$ cat config.mk
export PLATFORM = sky130hd
export DESIGN_NAME = fgas_front_flat
export DESIGN_NICKNAME = d
export VERILOG_FILES = /design/src/fgas_pkg.sv /design/src/fgas_in_if.sv /design/src/fgas_front.sv /design/src/flat_wrapper.sv
export SDC_FILE = /design/constraint.sdc
export NUM_CORES = 2
export LEC_CHECK = 0
export BUFFER_PORTS_ARGS = -buffer_cell sky130_fd_sc_hd__clkbuf_2
export CAP_MARGIN = 15
export CORE_ASPECT_RATIO = 2
export CORE_MARGIN = 5
export CORE_UTILIZATION = 25
export DETAILED_ROUTE_END_ITERATION = 6
export GPL_ROUTABILITY_DRIVEN = 0
export HOLD_SLACK_MARGIN = 0.03
export PLACE_DENSITY_LB_ADDON = 0.15
export SLEW_MARGIN = 5
export SYNTH_ARGS = -nofsm -noshare
export SYNTH_HDL_FRONTEND = slang
export SYNTH_SLANG_ARGS = --single-unit
$ cat constraint.sdc
create_clock -name clk -period 26.3 [get_ports clk]
set_input_delay 3.945 -clock clk [delete_from_list [all_inputs] [get_ports clk]]
set_output_delay 3.945 -clock clk [all_outputs]
set_load 0.01 [all_outputs]
$ cat src/fgas_pkg.sv
// ----------------------------------------------------------------------------
// fgas_pkg
// Shared constants, types and codes of the keypoint grid search block.
// ----------------------------------------------------------------------------
package fgas_pkg;

  localparam int GRID_COLS    = 64;
  localparam int GRID_ROWS    = 48;
  localparam int MAX_FEATURES = 1024;
  localparam int MAX_MATCHES  = 64;

  localparam int NCELLS  = GRID_COLS * GRID_ROWS;
  localparam int COL_W   = (GRID_COLS > 1) ? $clog2(GRID_COLS) : 1;
  localparam int ROW_W   = (GRID_ROWS > 1) ? $clog2(GRID_ROWS) : 1;
  localparam int CELL_W  = (NCELLS > 1) ? $clog2(NCELLS) : 1;
  localparam int FEAT_W  = (MAX_FEATURES > 1) ? $clog2(MAX_FEATURES) : 1;
  localparam int COUNT_W = $clog2(MAX_FEATURES + 1);
  localparam int MATCH_W = $clog2(MAX_MATCHES + 1);

  localparam int ACT_W      = 2;
  localparam int POS_W      = 17;
  localparam int LVL_W      = 3;
  localparam int RAD_W      = 16;
  localparam int MAXL_W     = 4;
  localparam int SCALE_W    = 16;
  localparam int IDX_W      = 10;
  localparam int STAT_W     = 2;
  localparam int CFG_IDX_W  = 2;
  localparam int CFG_DATA_W = 17;

  localparam int DIFF_W = POS_W + 2;
  localparam int PROD_W = DIFF_W + SCALE_W + 1;
  localparam int FRAC_W = 20;
  localparam int CIDX_W = PROD_W - FRAC_W;

  localparam int QUEUE_DEPTH = 2;
  localparam int QPTR_W      = (QUEUE_DEPTH > 1) ? $clog2(QUEUE_DEPTH) : 1;
  localparam int QCNT_W      = $clog2(QUEUE_DEPTH + 1);

  localparam logic [SCALE_W-1:0] SCALE_RESET = SCALE_W'(6554);

  typedef enum logic [ACT_W-1:0] {
    ACT_CLEAR  = 2'd0,
    ACT_INSERT = 2'd1,
    ACT_QUERY  = 2'd2,
    ACT_NOP    = 2'd3
  } action_t;

  typedef enum logic [STAT_W-1:0] {
    ST_OK    = 2'd0,
    ST_NONE  = 2'd1,
    ST_FULL  = 2'd2,
    ST_TRUNC = 2'd3
  } status_t;

  typedef enum logic [CFG_IDX_W-1:0] {
    CFG_ORIGIN_X = 2'd0,
    CFG_ORIGIN_Y = 2'd1,
    CFG_SCALE_X  = 2'd2,
    CFG_SCALE_Y  = 2'd3
  } cfg_reg_t;

  typedef struct packed {
    logic signed [POS_W-1:0] origin_x;
    logic signed [POS_W-1:0] origin_y;
    logic [SCALE_W-1:0]      cell_scale_x;
    logic [SCALE_W-1:0]      cell_scale_y;
  } cfg_t;

  typedef struct packed {
    action_t                  kind;
    logic                     hit;
    logic [COL_W-1:0]         col_lo;
    logic [COL_W-1:0]         col_hi;
    logic [ROW_W-1:0]         row_lo;
    logic [ROW_W-1:0]         row_hi;
    logic signed [POS_W-1:0]  pos_x;
    logic signed [POS_W-1:0]  pos_y;
    logic [LVL_W-1:0]         level;
    logic [RAD_W-1:0]         radius;
    logic [LVL_W-1:0]         min_level;
    logic signed [MAXL_W-1:0] max_level;
  } cmd_t;

  typedef struct packed {
    logic              valid;
    logic [FEAT_W-1:0] head;
    logic [FEAT_W-1:0] tail;
  } cell_ent_t;

  typedef struct packed {
    logic signed [POS_W-1:0] x;
    logic signed [POS_W-1:0] y;
    logic [LVL_W-1:0]        level;
  } feat_ent_t;

  typedef enum logic [3:0] {
    S_SWEEP,
    S_IDLE,
    S_CLR,
    S_INS,
    S_LINK,
    S_QRY,
    S_QCELL,
    S_QHEAD,
    S_QENT,
    S_QFIN,
    S_EMIT
  } back_state_t;

endpackage

$ cat src/fgas_in_if.sv
// ----------------------------------------------------------------------------
// fgas_in_if
// Input channel: one command word per handshake.
// ----------------------------------------------------------------------------
interface fgas_in_if;
  import fgas_pkg::*;

  logic                     valid;
  logic                     ready;
  logic [ACT_W-1:0]         action;
  logic signed [POS_W-1:0]  pos_x;
  logic signed [POS_W-1:0]  pos_y;
  logic [LVL_W-1:0]         level;
  logic [RAD_W-1:0]         radius;
  logic [LVL_W-1:0]         min_level;
  logic signed [MAXL_W-1:0] max_level;

  modport source (output valid, action, pos_x, pos_y, level, radius, min_level,
                  max_level, input ready);
  modport sink (input valid, action, pos_x, pos_y, level, radius, min_level,
                max_level, output ready);
endinterface

$ cat src/fgas_front.sv
// ----------------------------------------------------------------------------
// fgas_front
// Accepts input words, scales the offsets to grid units and builds commands.
// ----------------------------------------------------------------------------
module fgas_front
  import fgas_pkg::*;
(
  input  logic    clk,
  input  logic    rst_n,
  input  cfg_t    cfg,
  fgas_in_if.sink in_ch,
  output logic    push_valid,
  input  logic    push_ready,
  output cmd_t    push_cmd
);

  localparam logic signed [CIDX_W-1:0] COLS_S = CIDX_W'(GRID_COLS);
  localparam logic signed [CIDX_W-1:0] ROWS_S = CIDX_W'(GRID_ROWS);
  localparam logic [PROD_W-1:0] HALF_Q = PROD_W'(64'd1 << (FRAC_W - 1));
  localparam logic [PROD_W-1:0] MASK_Q = PROD_W'((64'd1 << FRAC_W) - 64'd1);

  logic                     a_valid_r;
  action_t                  a_act_r;
  logic signed [POS_W-1:0]  a_pos_x_r;
  logic signed [POS_W-1:0]  a_pos_y_r;
  logic [LVL_W-1:0]         a_level_r;
  logic [RAD_W-1:0]         a_radius_r;
  logic [LVL_W-1:0]         a_min_r;
  logic signed [MAXL_W-1:0] a_max_r;
  logic signed [DIFF_W-1:0] a_dxl_r;
  logic signed [DIFF_W-1:0] a_dxh_r;
  logic signed [DIFF_W-1:0] a_dyl_r;
  logic signed [DIFF_W-1:0] a_dyh_r;

  logic                     b_valid_r;
  action_t                  b_act_r;
  logic signed [POS_W-1:0]  b_pos_x_r;
  logic signed [POS_W-1:0]  b_pos_y_r;
  logic [LVL_W-1:0]         b_level_r;
  logic [RAD_W-1:0]         b_radius_r;
  logic [LVL_W-1:0]         b_min_r;
  logic signed [MAXL_W-1:0] b_max_r;
  logic signed [PROD_W-1:0] b_pxl_r;
  logic signed [PROD_W-1:0] b_pxh_r;
  logic signed [PROD_W-1:0] b_pyl_r;
  logic signed [PROD_W-1:0] b_pyh_r;

  logic                     b_done;
  logic                     b_free;
  logic                     a_adv;
  logic                     in_acc;
  logic [DIFF_W-1:0]        rad_ext;
  logic signed [PROD_W-1:0] scale_x;
  logic signed [PROD_W-1:0] scale_y;

  logic signed [CIDX_W-1:0] lo_x;
  logic signed [CIDX_W-1:0] hi_x;
  logic signed [CIDX_W-1:0] lo_y;
  logic signed [CIDX_W-1:0] hi_y;
  logic                     win_ok;
  logic [CIDX_W-1:0]        q_x;
  logic [CIDX_W-1:0]        q_y;
  logic                     ins_ok;

  function automatic logic signed [CIDX_W-1:0] floor_cell(
    input logic signed [PROD_W-1:0] p);
    floor_cell = p[PROD_W-1:FRAC_W];
  endfunction

  function automatic logic signed [CIDX_W-1:0] ceil_cell(
    input logic signed [PROD_W-1:0] p);
    logic [PROD_W-1:0] s;
    s = p + MASK_Q;
    ceil_cell = s[PROD_W-1:FRAC_W];
  endfunction

  function automatic logic [CIDX_W-1:0] round_mag(input logic signed [PROD_W-1:0] p);
    logic [PROD_W-1:0] m;
    logic [PROD_W-1:0] s;
    m = p[PROD_W-1] ? -p : p;
    s = m + HALF_Q;
    round_mag = s[PROD_W-1:FRAC_W];
  endfunction

  assign b_done       = b_valid_r && ((b_act_r == ACT_NOP) || push_ready);
  assign b_free       = !b_valid_r || b_done;
  assign a_adv        = a_valid_r && b_free;
  assign in_ch.ready  = !a_valid_r || b_free;
  assign in_acc       = in_ch.valid && in_ch.ready;
  assign rad_ext      = (action_t'(in_ch.action) == ACT_QUERY) ?
                        DIFF_W'(in_ch.radius) : '0;
  assign scale_x      = PROD_W'($signed({1'b0, cfg.cell_scale_x}));
  assign scale_y      = PROD_W'($signed({1'b0, cfg.cell_scale_y}));

  always_ff @(posedge clk) begin
    if (!rst_n) begin
      a_valid_r <= 1'b0;
      b_valid_r <= 1'b0;
    end else begin
      if (in_acc) begin
        a_valid_r <= 1'b1;
      end else if (a_adv) begin
        a_valid_r <= 1'b0;
      end
      if (a_adv) begin
        b_valid_r <= 1'b1;
      end else if (b_done) begin
        b_valid_r <= 1'b0;
      end
    end
  end

  always_ff @(posedge clk) begin
    if (in_acc) begin
      a_act_r    <= action_t'(in_ch.action);
      a_pos_x_r  <= in_ch.pos_x;
      a_pos_y_r  <= in_ch.pos_y;
      a_level_r  <= in_ch.level;
      a_radius_r <= in_ch.radius;
      a_min_r    <= in_ch.min_level;
      a_max_r    <= in_ch.max_level;
      a_dxl_r    <= DIFF_W'(in_ch.pos_x) - DIFF_W'(cfg.origin_x) - rad_ext;
      a_dxh_r    <= DIFF_W'(in_ch.pos_x) - DIFF_W'(cfg.origin_x) + rad_ext;
      a_dyl_r    <= DIFF_W'(in_ch.pos_y) - DIFF_W'(cfg.origin_y) - rad_ext;
      a_dyh_r    <= DIFF_W'(in_ch.pos_y) - DIFF_W'(cfg.origin_y) + rad_ext;
    end
    if (a_adv) begin
      b_act_r    <= a_act_r;
      b_pos_x_r  <= a_pos_x_r;
      b_pos_y_r  <= a_pos_y_r;
      b_level_r  <= a_level_r;
      b_radius_r <= a_radius_r;
      b_min_r    <= a_min_r;
      b_max_r    <= a_max_r;
      b_pxl_r    <= PROD_W'(a_dxl_r) * scale_x;
      b_pxh_r    <= PROD_W'(a_dxh_r) * scale_x;
      b_pyl_r    <= PROD_W'(a_dyl_r) * scale_y;
      b_pyh_r    <= PROD_W'(a_dyh_r) * scale_y;
    end
  end

  always_comb begin
    lo_x   = floor_cell(b_pxl_r);
    hi_x   = ceil_cell(b_pxh_r);
    lo_y   = floor_cell(b_pyl_r);
    hi_y   = ceil_cell(b_pyh_r);
    win_ok = (lo_x < COLS_S) && (hi_x >= 0) && (lo_y < ROWS_S) && (hi_y >= 0);
    q_x    = round_mag(b_pxl_r);
    q_y    = round_mag(b_pyl_r);
    ins_ok = (q_x < CIDX_W'(GRID_COLS)) && (!b_pxl_r[PROD_W-1] || (q_x == '0)) &&
             (q_y < CIDX_W'(GRID_ROWS)) && (!b_pyl_r[PROD_W-1] || (q_y == '0));

    push_cmd.kind      = b_act_r;
    push_cmd.pos_x     = b_pos_x_r;
    push_cmd.pos_y     = b_pos_y_r;
    push_cmd.level     = b_level_r;
    push_cmd.radius    = b_radius_r;
    push_cmd.min_level = b_min_r;
    push_cmd.max_level = b_max_r;
    if (b_act_r == ACT_INSERT) begin
      push_cmd.hit    = ins_ok;
      push_cmd.col_lo = q_x[COL_W-1:0];
      push_cmd.row_lo = q_y[ROW_W-1:0];
      push_cmd.col_hi = q_x[COL_W-1:0];
      push_cmd.row_hi = q_y[ROW_W-1:0];
    end else begin
      push_cmd.hit    = win_ok;
      push_cmd.col_lo = lo_x[CIDX_W-1] ? '0 : lo_x[COL_W-1:0];
      push_cmd.row_lo = lo_y[CIDX_W-1] ? '0 : lo_y[ROW_W-1:0];
      push_cmd.col_hi = (hi_x > COLS_S - 1) ? COL_W'(GRID_COLS - 1) : hi_x[COL_W-1:0];
      push_cmd.row_hi = (hi_y > ROWS_S - 1) ? ROW_W'(GRID_ROWS - 1) : hi_y[ROW_W-1:0];
    end
  end

  assign push_valid = b_valid_r && (b_act_r != ACT_NOP);

endmodule

$ cat src/flat_wrapper.sv
// flat-port wrapper written by rule: the top's interface ports become plain ports
module fgas_front_flat import fgas_pkg::*;
  (clk, rst_n, cfg, push_valid, push_ready, push_cmd, in_ch_valid, in_ch_action, in_ch_pos_x, in_ch_pos_y, in_ch_level, in_ch_radius, in_ch_min_level, in_ch_max_level, in_ch_ready);
  fgas_in_if in_ch_i ();
  input  logic clk;
  input  logic rst_n;
  input  cfg_t cfg;
  output logic push_valid;
  input  logic push_ready;
  output cmd_t push_cmd;
  input wire logic [$bits(in_ch_i.valid)-1:0] in_ch_valid;
  input wire logic [$bits(in_ch_i.action)-1:0] in_ch_action;
  input wire logic [$bits(in_ch_i.pos_x)-1:0] in_ch_pos_x;
  input wire logic [$bits(in_ch_i.pos_y)-1:0] in_ch_pos_y;
  input wire logic [$bits(in_ch_i.level)-1:0] in_ch_level;
  input wire logic [$bits(in_ch_i.radius)-1:0] in_ch_radius;
  input wire logic [$bits(in_ch_i.min_level)-1:0] in_ch_min_level;
  input wire logic [$bits(in_ch_i.max_level)-1:0] in_ch_max_level;
  output wire logic [$bits(in_ch_i.ready)-1:0] in_ch_ready;
  assign in_ch_i.valid = in_ch_valid;
  assign in_ch_i.action = in_ch_action;
  assign in_ch_i.pos_x = in_ch_pos_x;
  assign in_ch_i.pos_y = in_ch_pos_y;
  assign in_ch_i.level = in_ch_level;
  assign in_ch_i.radius = in_ch_radius;
  assign in_ch_i.min_level = in_ch_min_level;
  assign in_ch_i.max_level = in_ch_max_level;
  assign in_ch_ready = in_ch_i.ready;
  fgas_front u_core (.clk(clk), .rst_n(rst_n), .cfg(cfg), .in_ch(in_ch_i), .push_valid(push_valid), .push_ready(push_ready), .push_cmd(push_cmd));
endmodule
==> flow_metrics.env <==
export IMPL_status="complete, no violations"
export IMPL_yosys_area_share_simple_pct=14.2
export IMPL_yosysUniqueCellTypes=91
export IMPL_whs_endpoint="u_core.b_radius_r[0]$_DFFE_PP_"
export IMPL_cp_data_arrival_time_ns=11.28
export IMPL_area_growth_pct=10.0
export IMPL_grt_antenna_before_repair=20
export IMPL_clkSinkCount=342
export IMPL_hp_class="register to register"
export IMPL_cp_slowest_stage_delay_ns=0.86
export IMPL_crit_path_frequent_cell="fa_1"
export IMPL_regToRegEndpoint="u_core.b_pxh_r[34]$_DFFE_PP_"
export IMPL_grt_pass1_wl_mm=320
export IMPL_hold_depth=0
export IMPL_ys_warn_count=0
export IMPL_synth_mux_area_share_pct=0.113
export IMPL_ys_ff_latch=342
export IMPL_layout_drive_gt1_share_pct=6.16
export IMPL_synth_fp_nets=8490
export IMPL_root_buffer="clkbuf_16"
export IMPL_die_area_mm2=0.264
export IMPL_setup_viol=0
export IMPL_period_needed_ns=10.90
export IMPL_synth_top_area_share_pct=39.0
export IMPL_r2r_cells=20
export IMPL_crit_start="cfg[3]"
export IMPL_cts_buffer_depth=3
export IMPL_core_mm2=0.252
export IMPL_final_common_cell="inv_1"
export IMPL_fin_skew_ns=0.0554
export IMPL_synth_top_family_by_area="adder cells"
export IMPL_multi_input_area_mm2=0.0460
export IMPL_stdcell_count=10080
export IMPL_cts_tree="done"
export IMPL_synth_cells=6660
export IMPL_finalHoldViolations=0
export IMPL_place_ws_ns=14.56
export IMPL_synth_xor_area_share_pct=3.61
export IMPL_final_setup_worst_slack_ns=15.40
export IMPL_synth_top_area_cell="fa_1"
export IMPL_cp_num_buf_inv=4
export IMPL_n_fill_cell=26989
export IMPL_cp_required_ns=26.69
export IMPL_layout_nets=8578
export IMPL_cts_buffers=44
export IMPL_crit_type="input port to register"
export IMPL_tightest_slew_ns=1.21
export IMPL_cp_end_kind="register"
export IMPL_postSynth_asyncResetShare_pct=0
export IMPL_synth_top_cells_by_area="fa_1, edfxtp_1, inv_1, ha_1, nand2_1"
export IMPL_die_h_um=722
export IMPL_yosysSeqAreaShare_pct=16.2
export IMPL_slew_headroom_pct=19.4
export IMPL_htree_levels=2
export IMPL_via_per_inst=4.49
export IMPL_cts_resized=0
export IMPL_grt_max_degree=61
export IMPL_critPathLaunchType="input port"
export IMPL_port_buffers=220
export IMPL_dp_cells=9989
export IMPL_synth_edf_count=340
export IMPL_clkTransAtPathRegs_ns=0.08
export IMPL_hpwlAfterDp_mm=173
export IMPL_postRouteAntennaNets=0
export IMPL_ios=221
export IMPL_cts_setup_buffers=0
export IMPL_post_synth_instance_area_mm2=0.0634
export IMPL_fin_setup_tns_ns=0
export IMPL_timing_rr_start="u_core.a_dxh_r[5]$_DFFE_PP_"
export IMPL_rsz0062_at_grt="no"
export IMPL_overflow=0
export IMPL_die_w_um=366
export IMPL_path_cells="clkbuf_2 > nand2_1 > fa_1 > fa_1 > fa_1 > inv_1 > fa_1 > fa_1 > inv_1 > fa_1 > inv_1 > ha_1 > or3_1 > or2_2 > o2111ai_1 > o2111ai_1 > and2_1 > a21oi_1 > a311oi_1 > o311ai_0"
export IMPL_synth_compound_area_share_pct=6.42
export IMPL_max_cap_violations=0
export IMPL_vias=45217
export IMPL_synthAdderAreaFrac_pct=48.1
export IMPL_first_pass_iters=5
export IMPL_drc=0
export IMPL_drt_iter0_markers=1735
export IMPL_wire_per_inst_um=20.9
export IMPL_rrSetupSlack_ns=18.47
export IMPL_grt_total_usage_pct=16.1
export IMPL_fmax_mhz=91.8
export IMPL_final_cell_mix="inv_1, fa_1, nand2_1, and2_1, ha_1"
export IMPL_crit_family="adder cells"
export IMPL_synth_ff_type="edfxtp_1"
export IMPL_slowest_stage="clkbuf_2"
export IMPL_avgSynthCellArea_um2=9.52
export IMPL_fin_crit_sh_pct=41.4
export IMPL_drt_wl_total_mm=211
export IMPL_insertion_delay_ns=0.72
export IMPL_initial_core_util_pct=25.1
export IMPL_grt_pass1_vias=52375
export IMPL_rows=261
export IMPL_worstHoldStart="u_core.a_radius_r[0]$_DFFE_PP_"
export IMPL_cp_max_fo=37
export IMPL_slew_viol_final=0
export IMPL_holdBufCountCts=0
export IMPL_ff_latch_area_mm2=0.0102
==> cell type report <==
class	count	share of cell area, %
Antenna cell	9	0.0323
Clock buffer	47	1.60
Clock inverter	35	0.594
Inverter	1660	8.94
Multi-Input combinational cell	4409	65.9
Sequential cell	342	14.7
Tap cell	3287	5.90
Timing Repair Buffer	291	2.34
==> kinds of logic after synthesis <==
group,after synthesis
multiplexers,7
AO/OA/AOI/OAI,597
XOR/XNOR,261
flip-flops,342
AND/OR/NAND/NOR,1846
adder cells (fa/ha/maj),1698
buffers and inverters,1909
==> routing by layer <==
| metal | global-route usage (%) | wire [um] | share of wire (%) | vias up |
|---|---|---|---|---|
| met5 | 0 | 55 | 0.026 | - |
| met4 | 6.73 | 10200 | 4.8 | 8 |
| met3 | 1.25 | 4890 | 2.3 | 369 |
| met2 | 35.1 | 128000 | 60 | 767 |
| met1 | 14.9 | 68200 | 32 | 23675 |
| li1 | - | - | - | 20398 |
==> worst reg2reg max path, delay by kind of cell (launching register included) <==
family	cells	cell delay, ns
simple gates	2	0.26
flops	1	1.06
compound gates	8	2.73
buf+inv	3	0.14
fa+ha+maj	7	3.41
==> Yosys cell counts, drive strengths merged, types with 22 or more instances <==
cell,n
inv,1658
fa,1234
nand2,865
and2,483
ha,464
edfxtp,340
clkbuf,236
xnor2,192
a21oi,164
nor2,153
o21ai,90
xor2,69
a21o,65
nor3,65
nand3,54
nor2b,51
o21a,31
o21bai,31
nor4,29
nand2b,27
or3,25
a211oi,24
nand4,24
and3,22
==> flip-flops by register name, summed over array words and instances (netlist names), 4 cells and up <==
name and count:
u_core.a_dxh_r 19, u_core.a_dxl_r 18, u_core.a_dyh_r 19, u_core.a_dyl_r 18, u_core.a_max_r 4, u_core.a_pos_x_r 17
u_core.a_pos_y_r 17, u_core.a_radius_r 16, u_core.b_max_r 4, u_core.b_pos_x_r 17, u_core.b_pos_y_r 17, u_core.b_pxh_r 36
u_core.b_pxl_r 35, u_core.b_pyh_r 36, u_core.b_pyl_r 35, u_core.b_radius_r 16
==> stage by stage <==
stage                     util (%)  hold WS, ns  cell area, um2
final                         27.6        0.403           69700
after global routing          27.6        0.393           69700
after CTS                     27.6        0.402           69700
after detailed placement      27.0        0.405           68200
after global placement        27.0        0.401           68200
after floorplan                  -        0.400           63400
==> worst max-delay path by stage <==
stage / to / slack, ns / cells past startpoint
after floorplan: u_core.b_act_r[0]$_DFFE_PP_ / 12.48 / 2
after global placement: u_core.b_pyl_r[34]$_DFFE_PP_ / 14.66 / 20
after detailed placement: u_core.b_pyl_r[34]$_DFFE_PP_ / 14.56 / 20
after CTS: u_core.b_pyl_r[34]$_DFFE_PP_ / 15.31 / 20
after global routing: u_core.b_pxh_r[34]$_DFFE_PP_ / 15.03 / 21
final: u_core.b_pyl_r[34]$_DFFE_PP_ / 15.40 / 20
Power is left out: the tool's default activity adds up to more than one toggle a clock period on the data nets, which glitch-free logic cannot reach.
