--- src/fgas_pkg.sv ---
// ----------------------------------------------------------------------------
// fgas_pkg
// Shared constants, types and codes of the keypoint grid search block.
// ----------------------------------------------------------------------------
package fgas_pkg;

  localparam int GRID_COLS    = 64;
  localparam int GRID_ROWS    = 48;
  localparam int MAX_FEATURES = 1024;
  localparam int MAX_MATCHES  = 64;

  localparam int NCELLS  = GRID_COLS * GRID_ROWS;
  localparam int COL_W   = (GRID_COLS > 1) ? $clog2(GRID_COLS) : 1;
  localparam int ROW_W   = (GRID_ROWS > 1) ? $clog2(GRID_ROWS) : 1;
  localparam int CELL_W  = (NCELLS > 1) ? $clog2(NCELLS) : 1;
  localparam int FEAT_W  = (MAX_FEATURES > 1) ? $clog2(MAX_FEATURES) : 1;
  localparam int COUNT_W = $clog2(MAX_FEATURES + 1);
  localparam int MATCH_W = $clog2(MAX_MATCHES + 1);

  localparam int ACT_W      = 2;
  localparam int POS_W      = 17;
  localparam int LVL_W      = 3;
  localparam int RAD_W      = 16;
  localparam int MAXL_W     = 4;
  localparam int SCALE_W    = 16;
  localparam int IDX_W      = 10;
  localparam int STAT_W     = 2;
  localparam int CFG_IDX_W  = 2;
  localparam int CFG_DATA_W = 17;

  localparam int DIFF_W = POS_W + 2;
  localparam int PROD_W = DIFF_W + SCALE_W + 1;
  localparam int FRAC_W = 20;
  localparam int CIDX_W = PROD_W - FRAC_W;

  localparam int QUEUE_DEPTH = 2;
  localparam int QPTR_W      = (QUEUE_DEPTH > 1) ? $clog2(QUEUE_DEPTH) : 1;
  localparam int QCNT_W      = $clog2(QUEUE_DEPTH + 1);

  localparam logic [SCALE_W-1:0] SCALE_RESET = SCALE_W'(6554);

  typedef enum logic [ACT_W-1:0] {
    ACT_CLEAR  = 2'd0,
    ACT_INSERT = 2'd1,
    ACT_QUERY  = 2'd2,
    ACT_NOP    = 2'd3
  } action_t;

  typedef enum logic [STAT_W-1:0] {
    ST_OK    = 2'd0,
    ST_NONE  = 2'd1,
    ST_FULL  = 2'd2,
    ST_TRUNC = 2'd3
  } status_t;

  typedef enum logic [CFG_IDX_W-1:0] {
    CFG_ORIGIN_X = 2'd0,
    CFG_ORIGIN_Y = 2'd1,
    CFG_SCALE_X  = 2'd2,
    CFG_SCALE_Y  = 2'd3
  } cfg_reg_t;

  typedef struct packed {
    logic signed [POS_W-1:0] origin_x;
    logic signed [POS_W-1:0] origin_y;
    logic [SCALE_W-1:0]      cell_scale_x;
    logic [SCALE_W-1:0]      cell_scale_y;
  } cfg_t;

  typedef struct packed {
    action_t                  kind;
    logic                     hit;
    logic [COL_W-1:0]         col_lo;
    logic [COL_W-1:0]         col_hi;
    logic [ROW_W-1:0]         row_lo;
    logic [ROW_W-1:0]         row_hi;
    logic signed [POS_W-1:0]  pos_x;
    logic signed [POS_W-1:0]  pos_y;
    logic [LVL_W-1:0]         level;
    logic [RAD_W-1:0]         radius;
    logic [LVL_W-1:0]         min_level;
    logic signed [MAXL_W-1:0] max_level;
  } cmd_t;

  typedef struct packed {
    logic              valid;
    logic [FEAT_W-1:0] head;
    logic [FEAT_W-1:0] tail;
  } cell_ent_t;

  typedef struct packed {
    logic signed [POS_W-1:0] x;
    logic signed [POS_W-1:0] y;
    logic [LVL_W-1:0]        level;
  } feat_ent_t;

  typedef enum logic [3:0] {
    S_SWEEP,
    S_IDLE,
    S_CLR,
    S_INS,
    S_LINK,
    S_QRY,
    S_QCELL,
    S_QHEAD,
    S_QENT,
    S_QFIN,
    S_EMIT
  } back_state_t;

endpackage

--- src/fgas_cmd_fifo.sv ---
// ----------------------------------------------------------------------------
// fgas_cmd_fifo
// Short command queue between the front and the back.
// ----------------------------------------------------------------------------
module fgas_cmd_fifo
  import fgas_pkg::*;
(
  input  logic clk,
  input  logic rst_n,
  input  logic push_valid,
  output logic push_ready,
  input  cmd_t push_cmd,
  output logic pop_valid,
  input  logic pop_ready,
  output cmd_t pop_cmd
);

  cmd_t              mem_r [QUEUE_DEPTH];
  logic [QPTR_W-1:0] wr_ptr_r;
  logic [QPTR_W-1:0] rd_ptr_r;
  logic [QCNT_W-1:0] cnt_r;
  logic              do_push;
  logic              do_pop;

  assign push_ready = cnt_r < QCNT_W'(QUEUE_DEPTH);
  assign pop_valid  = cnt_r != '0;
  assign pop_cmd    = mem_r[rd_ptr_r];
  assign do_push    = push_valid && push_ready;
  assign do_pop     = pop_valid && pop_ready;

  always_ff @(posedge clk) begin
    if (!rst_n) begin
      wr_ptr_r <= '0;
      rd_ptr_r <= '0;
      cnt_r    <= '0;
    end else begin
      if (do_push) begin
        wr_ptr_r <= (wr_ptr_r == QPTR_W'(QUEUE_DEPTH - 1)) ? '0 : wr_ptr_r + 1'b1;
      end
      if (do_pop) begin
        rd_ptr_r <= (rd_ptr_r == QPTR_W'(QUEUE_DEPTH - 1)) ? '0 : rd_ptr_r + 1'b1;
      end
      if (do_push && !do_pop) begin
        cnt_r <= cnt_r + 1'b1;
      end else if (do_pop && !do_push) begin
        cnt_r <= cnt_r - 1'b1;
      end
    end
  end

  always_ff @(posedge clk) begin
    if (do_push) begin
      mem_r[wr_ptr_r] <= push_cmd;
    end
  end

endmodule

--- config.mk ---
export PLATFORM = sky130hd
export DESIGN_NAME = fgas_cmd_fifo
export DESIGN_NICKNAME = d
export VERILOG_FILES = /design/src/fgas_pkg.sv /design/src/fgas_cmd_fifo.sv
export SDC_FILE = /design/constraint.sdc
export NUM_CORES = 1
export LEC_CHECK = 0
export BUFFER_PORTS_ARGS = -buffer_cell sky130_fd_sc_hd__buf_2
export CORE_MARGIN = 5
export CORE_UTILIZATION = 30
export CTS_CLUSTER_SIZE = 24
export DETAILED_ROUTE_END_ITERATION = 7
export MAX_ROUTING_LAYER = met4
export PLACE_DENSITY = 0.56
export SLEW_MARGIN = 20
export SYNTH_ARGS = -nofsm -noshare
export SYNTH_HDL_FRONTEND = slang
export SYNTH_SLANG_ARGS = --single-unit
--- constraint.sdc ---
create_clock -name clk -period 3.65 [get_ports clk]
set_clock_uncertainty 0.1 [all_clocks]
set_input_delay 0.73 -clock clk [delete_from_list [all_inputs] [get_ports clk]]
set_output_delay 0.73 -clock clk [all_outputs]
set_load 0.03 [all_outputs]
==> key figures, run 1 <==
Die
  – Starting density of the core: 30.4%
  – Die X: between 150 and 200 um
  – Io pins: 180
  – Core Region: approximately 0.022 mm^2
  – Die area: around 0.025 mm^2
  – Row cnt: 54
  – Die Y: 159 um

Pwr
  – Worst vdd rail ir drop: 0.000369 V
  – Combinational share of power: about 30%
  – Power share of the sequential group: 42.7%
  – P_int: roughly 0.0043 W
  – Power share of the clock group: 27.4%
  – Total power per unit cell area: about 750 mW/mm^2
  – Sw frac: about a third
  – Leak: 3.15 nW
  – P_sw: about 0.0021 W

Finish
  – Layout Utilization: around 39%
  – Final non-filler cell total: between 700 and 800
  – Layout fillers: ~2000
  – Total Nets Final: between 500 and 600
  – Layout cells sized above 1: about three fifths
  – Syn-to-layout area delta: 27.3%

Worst setup path
  – FF-to-FF path depth: 3
  – Worst EP required: roughly 2.8 ns
  – Crit. End Element: primary output
  – CP Data Arrival Time: between 2 and 2.5 ns
  – Crit Path Category: flip-flop to primary output
  – Critical path launch point type: flip-flop
  – Crit Path Max Fanout: 55

Place
  – HPWL after DPL: between 8000 and 9000 um
  – DP Cell Count: around 750
  – Port buffer count: 179
  – Placer Congestion: approximately 0.71

CTS
  – Hold bufs inserted after CTS: 0
  – Post-CTS setup buffer count: 0
  – H-tree depth: 4
  – Post-cts resize count: 0
  – CTS tree: built
  – Reg clk slew, reported paths: 0.07 ns
  – Root buffer cell: clkbuf_16
  – Total clock sinks: between 150 and 200
  – Inserted Clock Buffers: 17
  – Clock Tree Buf Depth: 2
  – Skew-Pair Late Insertion Delay: 0.41 ns

Synthesis
  – YS warnings: 0
  – Synth Area per Inst: approximately 23 um^2
  – Largest family of logic cells by synthesized area: multiplexers
  – Sequential share of the synthesized area: approximately 80%
  – FFs w/ async S/R, synth: 0%
  – Adder-cell area share of the yosys netlist: less than 1%
  – Most frequent cell after synthesis: edfxtp_1
  – Cells after Synth: ~300
  – Multiplexer share of the synthesized area: between 10% and 20%
  – EDFF count, synth: 174
  – Top FF cell, synth: edfxtp_1
  – Number of synthesized register bits: between 150 and 200
  – Post-synth top area share: between 70% and 80%
  – Compound-Gate Fraction of Synth Area: less than 1%
  – Synth top cells by count: 174 x edfxtp_1, 57 x mux2_2, 30 x mux2_4
  – Simple-gate share of the synthesized area: less than 1%
  – Distinct cells, synth: 19
  – Dominant cells by area after synthesis: edfxtp_1 79%, mux2_2 9.7%, mux2_4 6.8%
  – Synth area leader: edfxtp_1
  – Syn_nets: between 300 and 400
  – Post-Syn Area: approximately 0.0066 mm^2
  – Xor and xnor area share after synthesis: less than 1%

Timing
  – Fmax: 0.341 GHz
  – Final hold violation count: 0
  – Worst-Margin Slew: slightly below 0.7 ns
  – Setup-failing EPs final: 0
  – Max-slew violation count: 0
  – Minimum clock period: 2.93 ns
  – Setup repair after global routing missed its margin: no
  – TNS Setup: 0 ns
  – Final period util: 80.3%
  – Max-slew headroom: between 50 and 60%

Global routing
  – Initial antenna violation count: 1
  – Grt ovf: 0
  – All-layer global routing usage: 10.6%
  – First-pass GRT wire length: 19500 um
  – Vias in the first global route: between 3000 and 4000
  – Largest net degree at the start of global routing: 56

Routing
  – Initial drt markers: approximately 130
  – Via count: between 3000 and 4000
  – WL/cell: around 16 um
  – WL final: between 10000 and 15000 um
  – DRT Pass-1 Iters: 4
  – Via-to-Cell Ratio: around 4.3
  – Drt drc: 0
  – Routed Antenna Nets: 0

Hold path
  – Hold depth: 1
  – Worst Hold Class: primary input to flip-flop

Job
  – Max-cap viol count: 0

Status
  – Status: completed
==> layer usage <==
| metal | part of all wire (%) | track usage [%] | wire [um] | vias to the layer above |
|---|---|---|---|---|
| met5 | 0 | - | 0 | - |
| met4 | 0.64 | 2.92 | 83 | 0 |
| met3 | 7.0 | 3.32 | 895 | 7 |
| met2 | 51 | 17.2 | 6580 | 126 |
| met1 | 41 | 12.9 | 5310 | 1647 |
| li1 | - | - | - | 1552 |
==> flip-flops by register name (all words and copies together) (netlist names), named ones only <==
name,cells
mem_r,174
cnt_r,2
rd_ptr_r,1
wr_ptr_r,1
==> cells by family (layout without fill, tap and decap cells) <==
family                   Yosys count  count (layout)
AND/OR/NAND/NOR                    9               9
buffers and inverters             11             217
multiplexers                      87              87
XOR/XNOR                           3               3
AO/OA/AOI/OAI                      4               4
flip-flops                       179             179
other                              0               1
adder cells (fa/ha/maj)            1               1
==> area by class of cell <==
class	instances	area, um^2	area share, %
sequential	179	5330	63.2
multi-input combinational	104	1220	14.5
timing repair buffer	184	958	11.4
clock buffer	17	425	5.04
tap	280	350	4.15
clock inverter	15	145	1.72
inverter	1	3.75	0.0445
antenna	1	2.50	0.0297
==> power groups by stage <==
stage               logic (W)  registers, W  clock network (W)
finish                0.00190       0.00271            0.00174
global route          0.00203       0.00274            0.00192
global placement      0.00194       0.00275                  0
CTS                   0.00195       0.00272            0.00181
detailed placement    0.00194       0.00276                  0
floorplan             0.00148       0.00270                  0
==> layout by cell type, fill, tap and decap left out, types with 2 or more instances in the layout <==
cell type | Yosys | layout
inv_8 | 0 | 3
and2_1 | 4 | 3
clkinv_4 | 0 | 2
buf_4 | 0 | 3
clkinv_2 | 0 | 2
mux2_4 | 30 | 30
mux2_2 | 57 | 57
buf_2 | 5 | 179
dfxtp_1 | 5 | 4
clkinvlp_4 | 0 | 2
inv_6 | 0 | 4
clkbuf_16 | 0 | 17
xnor2_1 | 2 | 2
buf_12 | 0 | 2
edfxtp_1 | 174 | 174
nor2b_1 | 2 | 2
==> worst max-delay path, stage by stage, from the launching register on <==
cell	delay (ns)
dfxtp_4	0.67
buf_12	0.33
mux2_2	0.39
buf_2	0.18
==> per-stage QoR <==
| stage | total power (W) | setup WS [ns] | hold slack (ns) | cell area (um^2) |
|---|---|---|---|---|
| floorplan | 0.00419 | 0.0938 | 0.391 | 6620 |
| global placement | 0.00468 | 1.12 | 0.410 | 7860 |
| detailed placement | 0.00470 | 1.09 | 0.431 | 7860 |
| CTS | 0.00648 | 0.662 | 0.373 | 8430 |
| global route | 0.00668 | 0.594 | 0.370 | 8430 |
| finish | 0.00635 | 0.718 | 0.403 | 8430 |
==> worst paths after layout <==
| check | startpoint | endpoint | slack [ns] |
|---|---|---|---|
| setup / recovery | flip-flop | pop_cmd[69] | 0.72 |
| hold / removal | push_cmd[62] | mem_r[1][62] | 0.40 |
| setup reg to reg | cnt_r[1] | mem_r[1][66] | 1.59 |
| hold reg to reg | cnt_r[1] | cnt_r[1] | 0.45 |
Power figures use the tool's default switching activity.
==> run 2, diff against run 1 <==
- PLACE_DENSITY: 0.56 -> 0.55
- clock period: 3.65 -> 2.8 ns (I/O delays scaled with it)
==> key figures, run 2 (synthesized netlist as in run 1, its figures left out) <==
Status
  – Status: completed

Finish
  – Most common cell after layout, fill and taps aside: buf_2
  – Layout Utilization: between 30 and 40%
  – Layout fillers: between 2000 and 2500
  – Syn-to-layout area delta: 28.0%
  – Layout cells sized above 1: about 60%
  – Area occupied by multi-input gates: ~0.0012 mm^2
  – Reg area: ~0.0053 mm^2
  – Most frequent cells in the layout: 179 x buf_2, 174 x edfxtp_1, 57 x mux2_2
  – Largest regs: mem_r: 174 flops, cnt_r: 2 flops
  – Max reg flops: between 150 and 200
  – Most flops, register: mem_r
  – Total Nets Final: about 580

Worst setup path
  – Crit Path Max Fanout: 87
  – FF-to-FF path depth: 3
  – CP Data Arrival Time: roughly 1.9 ns
  – Worst EP required: about 2.1 ns
  – Crit. End Element: primary output
  – Critical path launch point type: flip-flop
  – R2R Setup Slk: slightly below 1 ns
  – Crit Path Category: flip-flop to primary output

Routing
  – Via-to-Cell Ratio: 4.29
  – Drt drc: 0
  – Initial drt markers: 123
  – Via count: about 3300
  – DRT Pass-1 Iters: 4
  – WL/cell: approximately 17 um
  – Routed Antenna Nets: 0
  – WL final: between 10000 and 15000 um

Die
  – Die area: about 0.025 mm^2
  – Io pins: 180
  – Row cnt: between 50 and 60
  – Die Y: between 150 and 200 um
  – Starting density of the core: between 30 and 40%
  – Die X: ~160 um
  – Core Region: 0.0218 mm^2

CTS
  – H-tree depth: 4
  – Inserted Clock Buffers: 17
  – Reg clk slew, reported paths: roughly 0.07 ns
  – Skew-Pair Late Insertion Delay: 0.41 ns
  – Post-CTS setup buffer count: 0
  – Hold bufs inserted after CTS: 0
  – CTS tree: built
  – Total clock sinks: around 180
  – Root buffer cell: clkbuf_16
  – Clock Tree Buf Depth: 2
  – Post-cts resize count: 0

Global routing
  – Grt ovf: 0
  – All-layer global routing usage: 10.6%
  – Largest net degree at the start of global routing: between 80 and 90
  – Initial antenna violation count: 3
  – First-pass GRT wire length: slightly below 20000 um
  – Vias in the first global route: about 3800

Pwr
  – Leak: 3.17 nW
  – Total power per unit cell area: ~1000 mW/mm^2
  – Worst vdd rail ir drop: ~0.00045 V

Timing
  – Final hold violation count: 0
  – Max-slew headroom: between 60% and 70%
  – Setup repair after global routing missed its margin: no
  – PnR worst setup slack: around 0.28 ns
  – Setup-failing EPs final: 0
  – Minimum clock period: 2.52 ns
  – Final period util: 90.0%
  – WHS: around 0.23 ns
  – TNS Setup: 0 ns
  – Max-slew violation count: 0
  – Worst-Margin Slew: roughly 0.57 ns
  – Fmax: between 0.3 and 0.4 GHz

Job
  – Max-cap viol count: 0

Hold path
  – Worst Hold Class: primary input to flip-flop
  – Hold depth: 1

Place
  – Placer Congestion: between 0.6 and 0.7
  – HPWL after DPL: between 8000 and 9000 um
  – Worst slack, placed: 0.680 ns
  – Port buffer count: roughly 180
[run 2: area by class of cell]
type,instances,area share [%]
clock buffer,17,5.02
sequential,179,62.9
clock inverter,15,2.20
multi-input combinational,104,14.4
tap,280,4.13
timing repair buffer,182,11.3
inverter,1,0.0443
antenna,3,0.0886
[run 2: final timing paths]
kind                                    from           end
worst min register to register      cnt_r[1]      cnt_r[1]
worst max register to register      cnt_r[1]  mem_r[1][65]
worst min-delay path            push_cmd[57]  mem_r[0][57]
worst max-delay path               flip-flop   pop_cmd[65]
[run 2: stage by stage]
stage	instances	area [um^2]	power [W]
2_1_floorplan	294	6630	0.00544
3_3_place_gp	746	7860	0.00609
3_5_place_dp	746	7860	0.00614
4_1_cts	778	8470	0.00862
5_1_grt	781	8480	0.00887
6_report	781	8480	0.00846
[run 2: routing by layer]
layer / track usage, % / part of all wire [%] / vias to the layer above
li1: - / - / 1551
met1: 12.5 / 41 / 1674
met2: 17.5 / 51 / 115
met3: 3.83 / 7.2 / 8
met4: 2.44 / 0.77 / 0
met5: - / 0 / -
[run 2: where the power goes]
group          total [W]  switching [W]  internal, W
Combinational    0.00255        0.00163     0.000927
Sequential       0.00346      0.0000886      0.00337
Clock            0.00244        0.00108      0.00136
[run 2: worst max-delay path, cell delays in order, from the launching register on]
cell,delay (ns)
dfxtp_4,0.35
buf_12,0.42
mux2_2,0.42
buf_2,0.18
==> run 3, diff against run 2 <==
- ABC_AREA: default -> 1
==> key figures, run 3 <==
Pwr
  – Power Total: a little over 0.008 W
  – Worst vdd rail ir drop: approximately 0.00055 V
  – Leak: roughly 3.2 nW
  – Total power per unit cell area: slightly below 1000 mW/mm^2

Worst setup path
  – Delay of the slowest critical-path stage: ~0.40 ns
  – WP buf/inv: 2
  – Worst EP required: 2.14 ns
  – CP cell instances: buf_12, mux2_2, buf_2
  – Slowest stage cell, crit path: mux2_2
  – Crit Path Max Fanout: between 50 and 60
  – CP Data Arrival Time: about 1.7 ns
  – Crit. End Element: primary output
  – Critical path launch point type: flip-flop
  – Crit Path Category: flip-flop to primary output
  – Delay-heaviest family, CP: buffers and inverters

Synthesis
  – Post-synth top area share: between 70% and 80%
  – Sequential share of the synthesized area: ~80%
  – Dominant cells by area after synthesis: edfxtp_1 79%, mux2_2 9.7%, mux2_4 6.8%
  – Cells after Synth: around 310
  – FFs w/ async S/R, synth: 0%
  – Synth Area per Inst: between 20 and 25 um^2
  – Distinct cells, synth: 15
  – Syn_nets: 398
  – Top FF cell, synth: edfxtp_1
  – Number of synthesized register bits: ~180
  – Post-Syn Area: approximately 0.0066 mm^2
  – EDFF count, synth: between 150 and 200
  – Synth top cells by count: 174 x edfxtp_1, 57 x mux2_2, 30 x mux2_4
  – YS warnings: 0
  – Synth area leader: edfxtp_1
  – Most frequent cell after synthesis: edfxtp_1

Die
  – Starting density of the core: between 30 and 40%
  – Row cnt: 54
  – Core Region: between 0.02 and 0.025 mm^2
  – Die X: ~160 um
  – Die Y: ~160 um
  – Die area: ~0.025 mm^2
  – Io pins: 180

Routing
  – Routed Antenna Nets: 0
  – Met2 wire len: between 6000 and 7000 um
  – M1 wire length: between 5000 and 6000 um
  – Met3 routed WL: a little under 900 um
  – Via count: 3386
  – Via-to-Cell Ratio: 4.28
  – WL final: 12600 um
  – Initial drt markers: 90
  – DRT Pass-1 Iters: 4
  – Max layer used: met4
  – WL/cell: 15.9 um
  – Drt drc: 0

Timing
  – Fmax: between 0.4 and 0.5 GHz
  – Minimum clock period: approximately 2.4 ns
  – Max-slew headroom: a little under three fifths
  – Max-slew violation count: 0
  – WHS: between 0.2 and 0.25 ns
  – Final hold violation count: 0
  – Setup-failing EPs final: 0
  – Setup repair after global routing missed its margin: no
  – Final period util: between 80% and 90%
  – Worst-Margin Slew: roughly 0.65 ns

Job
  – Max-cap viol count: 0

Global routing
  – Vias in the first global route: between 3000 and 4000
  – Grt ovf: 0
  – All-layer global routing usage: 10.3%
  – Largest net degree at the start of global routing: 54
  – Initial antenna violation count: 0
  – First-pass GRT wire length: between 15000 and 20000 um

CTS
  – Hold bufs inserted after CTS: 0
  – Skew-Pair Late Insertion Delay: 0.41 ns
  – H-tree depth: 4
  – Post-CTS setup buffer count: 0
  – Reg clk slew, reported paths: roughly 0.070 ns
  – Post-cts resize count: 0
  – Total clock sinks: roughly 180
  – CTS tree: built
  – Clock Tree Buf Depth: 2
  – Root buffer cell: clkbuf_16
  – Inserted Clock Buffers: 17

Finish
  – Most flops, register: mem_r
  – Largest regs: mem_r: 174 flops, cnt_r: 2 flops
  – Antenna Cells: 0
  – Total Nets Final: between 500 and 600
  – Most common cell after layout, fill and taps aside: buf_2
  – Final non-filler cell total: about 800
  – Layout Utilization: between 30% and 40%
  – Syn-to-layout area delta: 27.0%
  – Most frequent cells in the layout: 179 x buf_2, 174 x edfxtp_1, 57 x mux2_2
  – Max reg flops: around 170
  – Layout cells sized above 1: just under 60%

Place
  – HPWL after DPL: about 8600 um
  – Port buffer count: 179
  – Placer Congestion: 0.702
  – DP Cell Count: about 760

Hold path
  – Worst Hold Class: primary input to flip-flop

Status
  – Status: completed
[run 3: cells by family after synthesis]
logic type	Yosys count	share of synthesized area [%]
AO/OA/AOI/OAI	5	0.415
adder cells (fa/ha/maj)	1	0.189
buffers and inverters	18	1.68
flip-flops	179	80.3
multiplexers	87	16.5
AND/OR/NAND/NOR	16	0.962
[run 3: worst paths after layout]
kind                 from  slack, ns  depth (start not counted)            to
min reg2reg      rd_ptr_r       0.43                          2     flip-flop
min          push_cmd[43]       0.23                          1  mem_r[1][43]
max             flip-flop       0.44                          3   pop_cmd[67]
max reg2reg      cnt_r[1]       0.96                          4  mem_r[0][34]
[run 3: area by class of cell]
| type | instances | area (um^2) |
|---|---|---|
| Clock inverter | 12 | 106 |
| Fill cell | 2022 | 13400 |
| Clock buffer | 19 | 433 |
| Tap cell | 280 | 350 |
| Multi-Input combinational cell | 109 | 1210 |
| Timing Repair Buffer | 185 | 966 |
| Sequential cell | 179 | 5330 |
| Inverter | 8 | 30.0 |
[run 3: metrics by stage]
stage               worst slack (ns)  cell area, um^2  setup TNS (ns)
global placement               0.800             7890               0
CTS                            0.388             8430               0
detailed placement             0.785             7890               0
floorplan                     -0.756             6640         -131.47
global route                   0.361             8430               0
finish                         0.438             8430               0
[run 3: worst register-to-register path, cell delays in order (launching register included)]
cell and delay, ns:
dfxtp_1 0.33, inv_1 0.12, nand2_1 0.21, nor2_4 0.14, buf_4 0.53
[run 3: layer usage]
| layer | vias up | track usage [%] |
|---|---|---|
| met1 | 1686 | 12.0 |
| li1 | 1581 | - |
| met5 | - | - |
| met3 | 6 | 3.45 |
| met4 | 0 | 2.92 |
| met2 | 113 | 17.2 |
[run 3: power by group]
part	switching (W)	total (W)	internal, W
Combinational	0.00161	0.00248	0.000868
Clock	0.000966	0.00219	0.00122
Sequential	0.0000940	0.00353	0.00343
Total	0.00267	0.00820	0.00553
